`config.mk`:
```
export PLATFORM = sky130hd
export DESIGN_NAME = line_message_hex_position_parser
export DESIGN_NICKNAME = d
export VERILOG_FILES = /design/src/lmhp_pkg.sv /design/src/line_message_hex_position_parser.sv /design/src/lmhp_num_parser.sv /design/src/lmhp_line_asm.sv
export SDC_FILE = /design/constraint.sdc
export NUM_CORES = 1
export LEC_CHECK = 0
export BUFFER_PORTS_ARGS = -buffer_cell sky130_fd_sc_hd__clkbuf_2
export CAP_MARGIN = 10
export CELL_PAD_IN_SITES_DETAIL_PLACEMENT = 1
export CELL_PAD_IN_SITES_GLOBAL_PLACEMENT = 2
export CORE_AREA = 2 2 135 137
export CTS_CLUSTER_DIAMETER = 30
export CTS_CLUSTER_SIZE = 30
export DETAILED_ROUTE_END_ITERATION = 8
export DIE_AREA = 0 0 137 139
export GPL_TIMING_DRIVEN = 0
export PLACE_DENSITY = 0.91
export SLEW_MARGIN = 25
export SYNTH_ARGS = -nofsm -noshare
export SYNTH_HDL_FRONTEND = slang
export SYNTH_SLANG_ARGS = --single-unit
```
`constraint.sdc`:
```
create_clock -name clk -period 6.7 [get_ports clk]
set_input_delay 0.335 -clock clk [delete_from_list [all_inputs] [get_ports clk]]
set_output_delay 0.335 -clock clk [all_outputs]
set_load 0.02 [all_outputs]
```
`src/lmhp_pkg.sv`:
```
package lmhp_pkg;

  // Characters that the line assembler and the number parser look for.
  localparam logic [7:0] CH_NEWLINE = 8'h0A;
  localparam logic [7:0] CH_LEAD_E  = 8'h45;
  localparam logic [7:0] CH_COLON   = 8'h3A;
  localparam logic [7:0] CH_SPACE   = 8'h20;
  localparam logic [7:0] CH_TAB     = 8'h09;
  localparam logic [7:0] CH_CR      = 8'h0D;
  localparam logic [7:0] CH_PLUS    = 8'h2B;
  localparam logic [7:0] CH_MINUS   = 8'h2D;
  localparam logic [7:0] CH_ZERO    = 8'h30;
  localparam logic [7:0] CH_NINE    = 8'h39;
  localparam logic [7:0] CH_LOW_A   = 8'h61;
  localparam logic [7:0] CH_LOW_F   = 8'h66;
  localparam logic [7:0] CH_UP_A    = 8'h41;
  localparam logic [7:0] CH_UP_F    = 8'h46;
  localparam logic [7:0] CH_LOW_X   = 8'h78;
  localparam logic [7:0] CH_UP_X    = 8'h58;
  localparam logic [7:0] CH_NUL     = 8'h00;

  // Largest magnitude kept by the accumulator (two to the 31st).
  localparam logic [35:0] MAG_LIMIT = 36'h0_8000_0000;
  localparam logic [31:0] POS_MAX   = 32'h7FFF_FFFF;
  localparam logic [31:0] NEG_MIN   = 32'h8000_0000;

  // Phases of the base-16 number parser.
  typedef enum logic [2:0] {
    PH_SPACE  = 3'd0,
    PH_SIGN   = 3'd1,
    PH_ZERO   = 3'd2,
    PH_DIGITS = 3'd3,
    PH_DONE   = 3'd4
  } phase_t;

  // Kinds of message reported at the end of a line.
  typedef enum logic [1:0] {
    MSG_POSITION  = 2'd0,
    MSG_MALFORMED = 2'd1,
    MSG_UNKNOWN   = 2'd2
  } msg_kind_t;

  // Running state of the number parser.
  typedef struct packed {
    phase_t      phase;
    logic        neg;
    logic [31:0] mag;
    logic        ovf;
  } num_state_t;

  // What the line assembler reports for the byte now being taken.
  typedef struct packed {
    logic               last;
    msg_kind_t          kind;
    logic signed [31:0] position;
  } line_res_t;

endpackage

```
`src/line_message_hex_position_parser.sv`:
```
// Takes one received byte per transaction and reports one message per line.
// A line ends at a newline or when it reaches LINE_CAPACITY-1 bytes. Lines
// that start with "E:" give msg_kind 0 with the text after the colon read as
// a base-16 number (leading whitespace, optional sign, optional 0x prefix,
// saturated to 32-bit signed); "E" without a colon gives kind 1, anything
// else kind 2 with position zero. Throughput is one byte per clock unless
// stalled: the byte register feeds a combinational classify and shift-and-add
// step, and the message is registered when the closing byte is stepped. Bytes
// keep flowing while a message waits in the output register; only a second
// line end stalls the input until that message is taken.
module line_message_hex_position_parser #(
  parameter int LINE_CAPACITY = 64
) (
  input  logic               clk,
  input  logic               rst_n,
  input  logic               in_valid,
  output logic               in_ready,
  input  logic [7:0]         in_rx_byte,
  output logic               out_valid,
  input  logic               out_ready,
  output logic [1:0]         out_msg_kind,
  output logic signed [31:0] out_position
);

  logic                in_valid_r;
  logic [7:0]          in_byte_r;
  logic                out_valid_r;
  logic [1:0]          out_kind_r;
  logic signed [31:0]  out_pos_r;
  logic                stall;
  logic                step;
  lmhp_pkg::line_res_t res;

  lmhp_line_asm #(
    .LINE_CAPACITY (LINE_CAPACITY)
  ) u_line (
    .clk     (clk),
    .rst_n   (rst_n),
    .step    (step),
    .rx_byte (in_byte_r),
    .res     (res)
  );

  // A held byte waits only if it closes a line while a message is pending.
  assign stall    = in_valid_r && res.last && out_valid_r && !out_ready;
  assign step     = in_valid_r && !stall;
  assign in_ready = !in_valid_r || !stall;

  // Input byte register.
  always_ff @(posedge clk) begin
    if (!rst_n) begin
      in_valid_r <= 1'b0;
    end else if (in_ready) begin
      in_valid_r <= in_valid;
    end
    if (in_valid && in_ready) begin
      in_byte_r <= in_rx_byte;
    end
  end

  // Output message register.
  always_ff @(posedge clk) begin
    if (!rst_n) begin
      out_valid_r <= 1'b0;
    end else if (step && res.last) begin
      out_valid_r <= 1'b1;
    end else if (out_ready) begin
      out_valid_r <= 1'b0;
    end
    if (step && res.last) begin
      out_kind_r <= res.kind;
      out_pos_r  <= res.position;
    end
  end

  assign out_valid    = out_valid_r;
  assign out_msg_kind = out_kind_r;
  assign out_position = out_pos_r;

  // Only position messages carry a nonzero position.
  a_pos_zero: assert property (@(posedge clk) disable iff (!rst_n)
    (out_valid && out_msg_kind != lmhp_pkg::MSG_POSITION) |-> (out_position == 32'sd0))
    else $error("nonzero position on a non-position message");

  // A message is never written over one that has not been taken.
  a_no_overwrite: assert property (@(posedge clk) disable iff (!rst_n)
    (step && res.last) |-> (!out_valid_r || out_ready))
    else $error("pending message overwritten");

  // The input stalls only behind a pending, untaken message.
  a_stall_cause: assert property (@(posedge clk) disable iff (!rst_n)
    (in_valid_r && !in_ready) |-> (out_valid_r && !out_ready))
    else $error("input stalled without a blocked output");

  // A line end always shows up as a valid message in the next cycle.
  a_line_end_out: assert property (@(posedge clk) disable iff (!rst_n)
    (step && res.last) |=> out_valid)
    else $error("line end did not produce a message");

endmodule

```
`src/lmhp_num_parser.sv`:
```
module lmhp_num_parser (
  input  logic [7:0]          rx_byte,
  input  lmhp_pkg::num_state_t cur,
  output lmhp_pkg::num_state_t nxt
);

  logic        is_digit;
  logic [3:0]  digit;
  logic        is_space;
  logic [35:0] shifted;
  lmhp_pkg::num_state_t acc;

  // Hex digit decode, either case.
  always_comb begin
    is_digit = 1'b1;
    digit    = 4'd0;
    if (rx_byte >= lmhp_pkg::CH_ZERO && rx_byte <= lmhp_pkg::CH_NINE) begin
      digit = 4'(rx_byte - lmhp_pkg::CH_ZERO);
    end else if (rx_byte >= lmhp_pkg::CH_LOW_A && rx_byte <= lmhp_pkg::CH_LOW_F) begin
      digit = 4'(rx_byte - lmhp_pkg::CH_LOW_A + 8'd10);
    end else if (rx_byte >= lmhp_pkg::CH_UP_A && rx_byte <= lmhp_pkg::CH_UP_F) begin
      digit = 4'(rx_byte - lmhp_pkg::CH_UP_A + 8'd10);
    end else begin
      is_digit = 1'b0;
    end
  end

  assign is_space = (rx_byte == lmhp_pkg::CH_SPACE) ||
                    (rx_byte >= lmhp_pkg::CH_TAB && rx_byte <= lmhp_pkg::CH_CR);

  // Shift-and-add of one digit; the magnitude saturates just past 2^31.
  assign shifted = {cur.mag, 4'b0000} + {32'd0, digit};

  always_comb begin
    acc = cur;
    if (!cur.ovf) begin
      if (shifted > lmhp_pkg::MAG_LIMIT) begin
        acc.ovf = 1'b1;
      end else begin
        acc.mag = shifted[31:0];
      end
    end
  end

  // Phase sequencing: whitespace, sign, zero of a 0x prefix, digits, done.
  always_comb begin
    nxt = cur;
    if (cur.phase != lmhp_pkg::PH_DONE) begin
      if (rx_byte == lmhp_pkg::CH_NUL) begin
        nxt.phase = lmhp_pkg::PH_DONE;
      end else begin
        case (cur.phase)
          lmhp_pkg::PH_SPACE, lmhp_pkg::PH_SIGN: begin
            if (cur.phase == lmhp_pkg::PH_SPACE && is_space) begin
              nxt = cur;
            end else if (cur.phase == lmhp_pkg::PH_SPACE &&
                         (rx_byte == lmhp_pkg::CH_PLUS || rx_byte == lmhp_pkg::CH_MINUS)) begin
              nxt.neg   = (rx_byte == lmhp_pkg::CH_MINUS);
              nxt.phase = lmhp_pkg::PH_SIGN;
            end else if (rx_byte == lmhp_pkg::CH_ZERO) begin
              nxt.phase = lmhp_pkg::PH_ZERO;
            end else if (is_digit) begin
              nxt       = acc;
              nxt.phase = lmhp_pkg::PH_DIGITS;
            end else begin
              nxt.phase = lmhp_pkg::PH_DONE;
            end
          end
          lmhp_pkg::PH_ZERO: begin
            if (rx_byte == lmhp_pkg::CH_LOW_X || rx_byte == lmhp_pkg::CH_UP_X) begin
              nxt.phase = lmhp_pkg::PH_DIGITS;
            end else if (is_digit) begin
              nxt       = acc;
              nxt.phase = lmhp_pkg::PH_DIGITS;
            end else begin
              nxt.phase = lmhp_pkg::PH_DONE;
            end
          end
          default: begin
            if (is_digit) begin
              nxt = acc;
            end else begin
              nxt.phase = lmhp_pkg::PH_DONE;
            end
          end
        endcase
      end
    end
  end

endmodule

```
`src/lmhp_line_asm.sv`:
```
module lmhp_line_asm #(
  parameter int LINE_CAPACITY = 64
) (
  input  logic                clk,
  input  logic                rst_n,
  input  logic                step,
  input  logic [7:0]          rx_byte,
  output lmhp_pkg::line_res_t res
);

  localparam int LenW = $clog2(LINE_CAPACITY);
  localparam logic [LenW-1:0] LastIdx = LenW'(LINE_CAPACITY - 2);

  logic [LenW-1:0]      len_r, len_nxt;
  logic [7:0]           lead_r, lead_nxt;
  logic                 colon_r, colon_nxt;
  lmhp_pkg::num_state_t num_r, num_nxt, num_parsed;
  logic [31:0]          final_pos;

  lmhp_num_parser u_num (
    .rx_byte (rx_byte),
    .cur     (num_r),
    .nxt     (num_parsed)
  );

  // Per-byte line bookkeeping: first byte, colon check, then number bytes.
  always_comb begin
    lead_nxt  = lead_r;
    colon_nxt = colon_r;
    num_nxt   = num_r;
    if (len_r == '0) begin
      lead_nxt = rx_byte;
    end else if (len_r == LenW'(1)) begin
      colon_nxt = (rx_byte == lmhp_pkg::CH_COLON);
    end else if (lead_r == lmhp_pkg::CH_LEAD_E && colon_r) begin
      num_nxt = num_parsed;
    end
  end

  // Clamp the magnitude to the signed 32-bit range.
  always_comb begin
    if (num_nxt.neg) begin
      final_pos = num_nxt.ovf ? lmhp_pkg::NEG_MIN : (32'd0 - num_nxt.mag);
    end else if (num_nxt.ovf || num_nxt.mag > lmhp_pkg::POS_MAX) begin
      final_pos = lmhp_pkg::POS_MAX;
    end else begin
      final_pos = num_nxt.mag;
    end
  end

  // Result for the byte now presented; it counts only when step is high.
  always_comb begin
    res.last     = (rx_byte == lmhp_pkg::CH_NEWLINE) || (len_r == LastIdx);
    res.kind     = lmhp_pkg::MSG_UNKNOWN;
    res.position = '0;
    if (lead_nxt == lmhp_pkg::CH_LEAD_E) begin
      if (colon_nxt) begin
        res.kind     = lmhp_pkg::MSG_POSITION;
        res.position = final_pos;
      end else begin
        res.kind = lmhp_pkg::MSG_MALFORMED;
      end
    end
  end

  // Line state registers, cleared at every line end.
  always_ff @(posedge clk) begin
    if (!rst_n) begin
      len_r         <= '0;
      lead_r        <= '0;
      colon_r       <= 1'b0;
      num_r.phase   <= lmhp_pkg::PH_SPACE;
      num_r.neg     <= 1'b0;
      num_r.mag     <= '0;
      num_r.ovf     <= 1'b0;
    end else if (step) begin
      if (res.last) begin
        len_r       <= '0;
        lead_r      <= '0;
        colon_r     <= 1'b0;
        num_r.phase <= lmhp_pkg::PH_SPACE;
        num_r.neg   <= 1'b0;
        num_r.mag   <= '0;
        num_r.ovf   <= 1'b0;
      end else begin
        len_r   <= len_r + LenW'(1);
        lead_r  <= lead_nxt;
        colon_r <= colon_nxt;
        num_r   <= num_nxt;
      end
    end
  end

endmodule
```
==> results.json <==
{
  "status": "completed",
  "area_growth_pct": 12.2,
  "first_pass_iters": 5,
  "finClkSkew_ns": 0.0143,
  "crit_required_ns": 6.80,
  "synth_area_per_cell_um2": 8.60,
  "worst_slew_pin_slew_ns": 0.964,
  "antenna_found_initial": 0,
  "syn_area_um2": 6550,
  "final_common_cell": "nand2_1",
  "synth-main-ff-cell": "dfxtp_1",
  "power.internal_w": 0.000899,
  "final_cell_mix": "nand2_1, nor2_1, o21ai_0",
  "drt_iter0_drc": 528,
  "vias_per_cell": 6.37,
  "synth_edf_count": 42,
  "syn_inst": 762,
  "cts_resized": 0,
  "drv_cap": 0,
  "die_h_um": 139,
  "vias": 6716,
  "async_reset_ff_share_pct": 0,
  "synth.largest_area_cell": "edfxtp_1",
  "nFillCells": 2150,
  "startpoint_type": "flop",
  "slew_headroom_pct": 35.2,
  "ys_types": 95,
  "finalMaxSlewViolations": 0,
  "p_switching_w": 0.000324,
  "ys_warn_count": 0,
  "min_period_over_period_pct": 91.1,
  "ir_worst_vdd_mv": 0.116,
  "critPathBufInv": 4,
  "place_congestion": 0.949,
  "grt_pass1_wl_mm": 38.8,
  "wire_per_inst_um": 23.2,
  "cts_tree": "built",
  "clockBufferDepth": 2,
  "root_buffer": "clkbuf_16",
  "timing.final.ws_setup_ns": 0.595,
  "hold_violations": 0,
  "synth_seq_cells": 96,
  "io_pins": 48,
  "drc": 0,
  "swShare_pct": 26.5,
  "crit_path_end_kind": "flop",
  "cts.sinks": 96,
  "holdBufCountCts": 0,
  "cp_slowest_cell": "edfxtp_1",
  "p_leak_nw": 2.59,
  "hold_path.class": "input port to flop",
  "pre_cts_ws_ns": 0.721,
  "setup_viol": 0,
  "combPwrFrac_pct": 7.1,
  "finalSetupTns_ns": 0,
  "synth_top_area_share_pct": 19.2,
  "synthesis.nets": 785,
  "drive_gt1_share_pct": 14.2,
  "antenna_cells": 0,
  "num_rows": 49,
  "grt_max_degree": 35,
  "grt_pass1_vias": 6675,
  "seqPwrFrac_pct": 51.0,
  "yosys-top-cells-area": "edfxtp_1, dfxtp_1, o21ai_0",
  "p_total_w": 0.00122,
  "cts_buffers": 9,
  "critPathMaxFanout": 10,
  "crit_type": "flop to flop",
  "insertion_delay_ns": 0.36,
  "port-buffer-count": 47,
  "utilization_pct": 41.7,
  "antenna_left": 0,
  "nets": 843,
  "pwr-share-clk_pct": 41.9,
  "track_usage_pct": 26.4,
  "yosysSeqAreaShare_pct": 35.7,
  "slowest_delay_ns": 0.51,
  "rsz0062_at_grt": "false",
  "path_cells": "inv_1 > ha_1 > or3b_1 > nand3_1 > nand4_1 > o31ai_4 > nand3_2 > clkbuf_1 > nand2_1 > o21ai_0 > inv_1 > ha_1 > o2111ai_1 > nor4_4 > or4b_1 > buf_4 > or3_1 > o211ai_1 > o211ai_1",
  "start_util_pct": 37.1,
  "fin_crit_ns": 6.10,
  "arrival_ns": 6.20,
  "power_density_nw_per_um2": 166,
  "die-area_um2": 19000,
  "clk_pin_slew_worst_paths_ns": 0.08,
  "core_um2": 17700,
  "htree_num_levels": 3,
  "grt-ovfl-total": 0,
  "post_cts_buffers": 0,
  "critPathTopFamily": "simple AND/OR/NAND/NOR gates",
  "die_w_um": 137,
  "fmaxAchievable_mhz": 164,
  "wl_mm": 24.4,
  "post-dp-hpwl_mm": 18.5
}
## power groups by stage
stage | clock [W] | combinational, W | sequential [W]
floorplan | 0 | 0.0000569 | 0.000634
global placement | 0 | 0.0000837 | 0.000637
detailed placement | 0 | 0.0000848 | 0.000637
CTS | 0.000523 | 0.0000853 | 0.000624
global route | 0.000541 | 0.0000945 | 0.000625
finish | 0.000512 | 0.0000864 | 0.000624
## logic make-up (layout without fill, tap and decap cells)
logic type	Yosys count	count (layout)	synth area share, %
adders and majority gates	11	11	2.10
AOI/OAI and AO/OA	258	258	27.9
DFF	96	96	35.7
xor gates and xnor gates	16	16	2.14
and+or+nand+nor	313	313	27.0
muxes	9	9	1.43
buffers and inverters	59	122	3.65
## sequential cells by signal, summed over array words and instances (netlist names)
| register | count |
|---|---|
| in_byte_r | 8 |
| in_valid_r | 1 |
| out_msg_kind | 2 |
| out_position | 32 |
| out_valid | 1 |
| u_line.colon_r | 1 |
| u_line.lead_r | 8 |
| u_line.len_r | 6 |
| u_line.num_r | 37 |
## path summary, 6_finish.rpt
path | startpoint | end | slack (ns) | cells past startpoint
worst max-delay path | in_byte_r[1] | out_position[24] | 0.60 | 19
worst min-delay path | in_rx_byte[3] | in_byte_r[3] | 0.15 | 1
worst max register to register | in_byte_r[1] | out_position[24] | 0.60 | 19
worst min register to register | u_line.lead_r[0] | u_line.lead_r[0] | 0.54 | 2
## cell type report
| class | count | area (um2) | share of cell area, % |
|---|---|---|---|
| Clock buffer | 9 | 225 | 3.06 |
| Inverter | 16 | 60.1 | 0.817 |
| Clock inverter | 7 | 53.8 | 0.732 |
| Multi-Input combinational cell | 607 | 3970 | 54.0 |
| Sequential cell | 96 | 2340 | 31.8 |
| Buffer | 43 | 179 | 2.43 |
| Tap cell | 229 | 287 | 3.90 |
| Timing Repair Buffer | 47 | 235 | 3.20 |
## Yosys cell counts, types with 5 or more instances
| master | instances |
|---|---|
| nand2_1 | 67 |
| a31oi_1 | 13 |
| nand4_1 | 12 |
| a221oi_1 | 5 |
| or2_2 | 7 |
| and3_1 | 11 |
| a21oi_1 | 38 |
| mux2i_1 | 6 |
| edfxtp_1 | 42 |
| o211ai_1 | 10 |
| dfxtp_1 | 54 |
| nor4_1 | 9 |
| a21o_1 | 6 |
| nor2_1 | 59 |
| or3_1 | 7 |
| xnor2_1 | 10 |
| a211oi_1 | 9 |
| nor3_1 | 16 |
| nand3_1 | 22 |
| nor2b_1 | 43 |
| ha_1 | 11 |
| o211a_1 | 5 |
| buf_2 | 8 |
| clkbuf_1 | 32 |
| inv_1 | 16 |
| a22oi_1 | 38 |
| and2_1 | 14 |
| or4_1 | 6 |
| o22ai_1 | 7 |
| xor2_1 | 6 |
| o21ai_0 | 58 |
## metrics by stage
stage	hold slack, ns	cell area (um2)	std cells
after floorplan	0.434	6550	762
after global placement	0.510	7080	1038
after detailed placement	0.514	7080	1038
after CTS	0.148	7350	1054
after global routing	0.150	7350	1054
final	0.151	7350	1054
## per-layer routing
| metal | wire length (um) | vias to the layer above | global-route usage, % | part of all wire, % |
|---|---|---|---|---|
| met5 | 0 | - | 0 | 0 |
| met4 | 630 | 0 | 9.01 | 2.6 |
| met3 | 1520 | 42 | 5.56 | 6.2 |
| met2 | 11300 | 257 | 40.9 | 46 |
| met1 | 11000 | 3376 | 36.3 | 45 |
| li1 | - | 3041 | - | - |
Note: power is estimated with default switching activity, not from simulation.
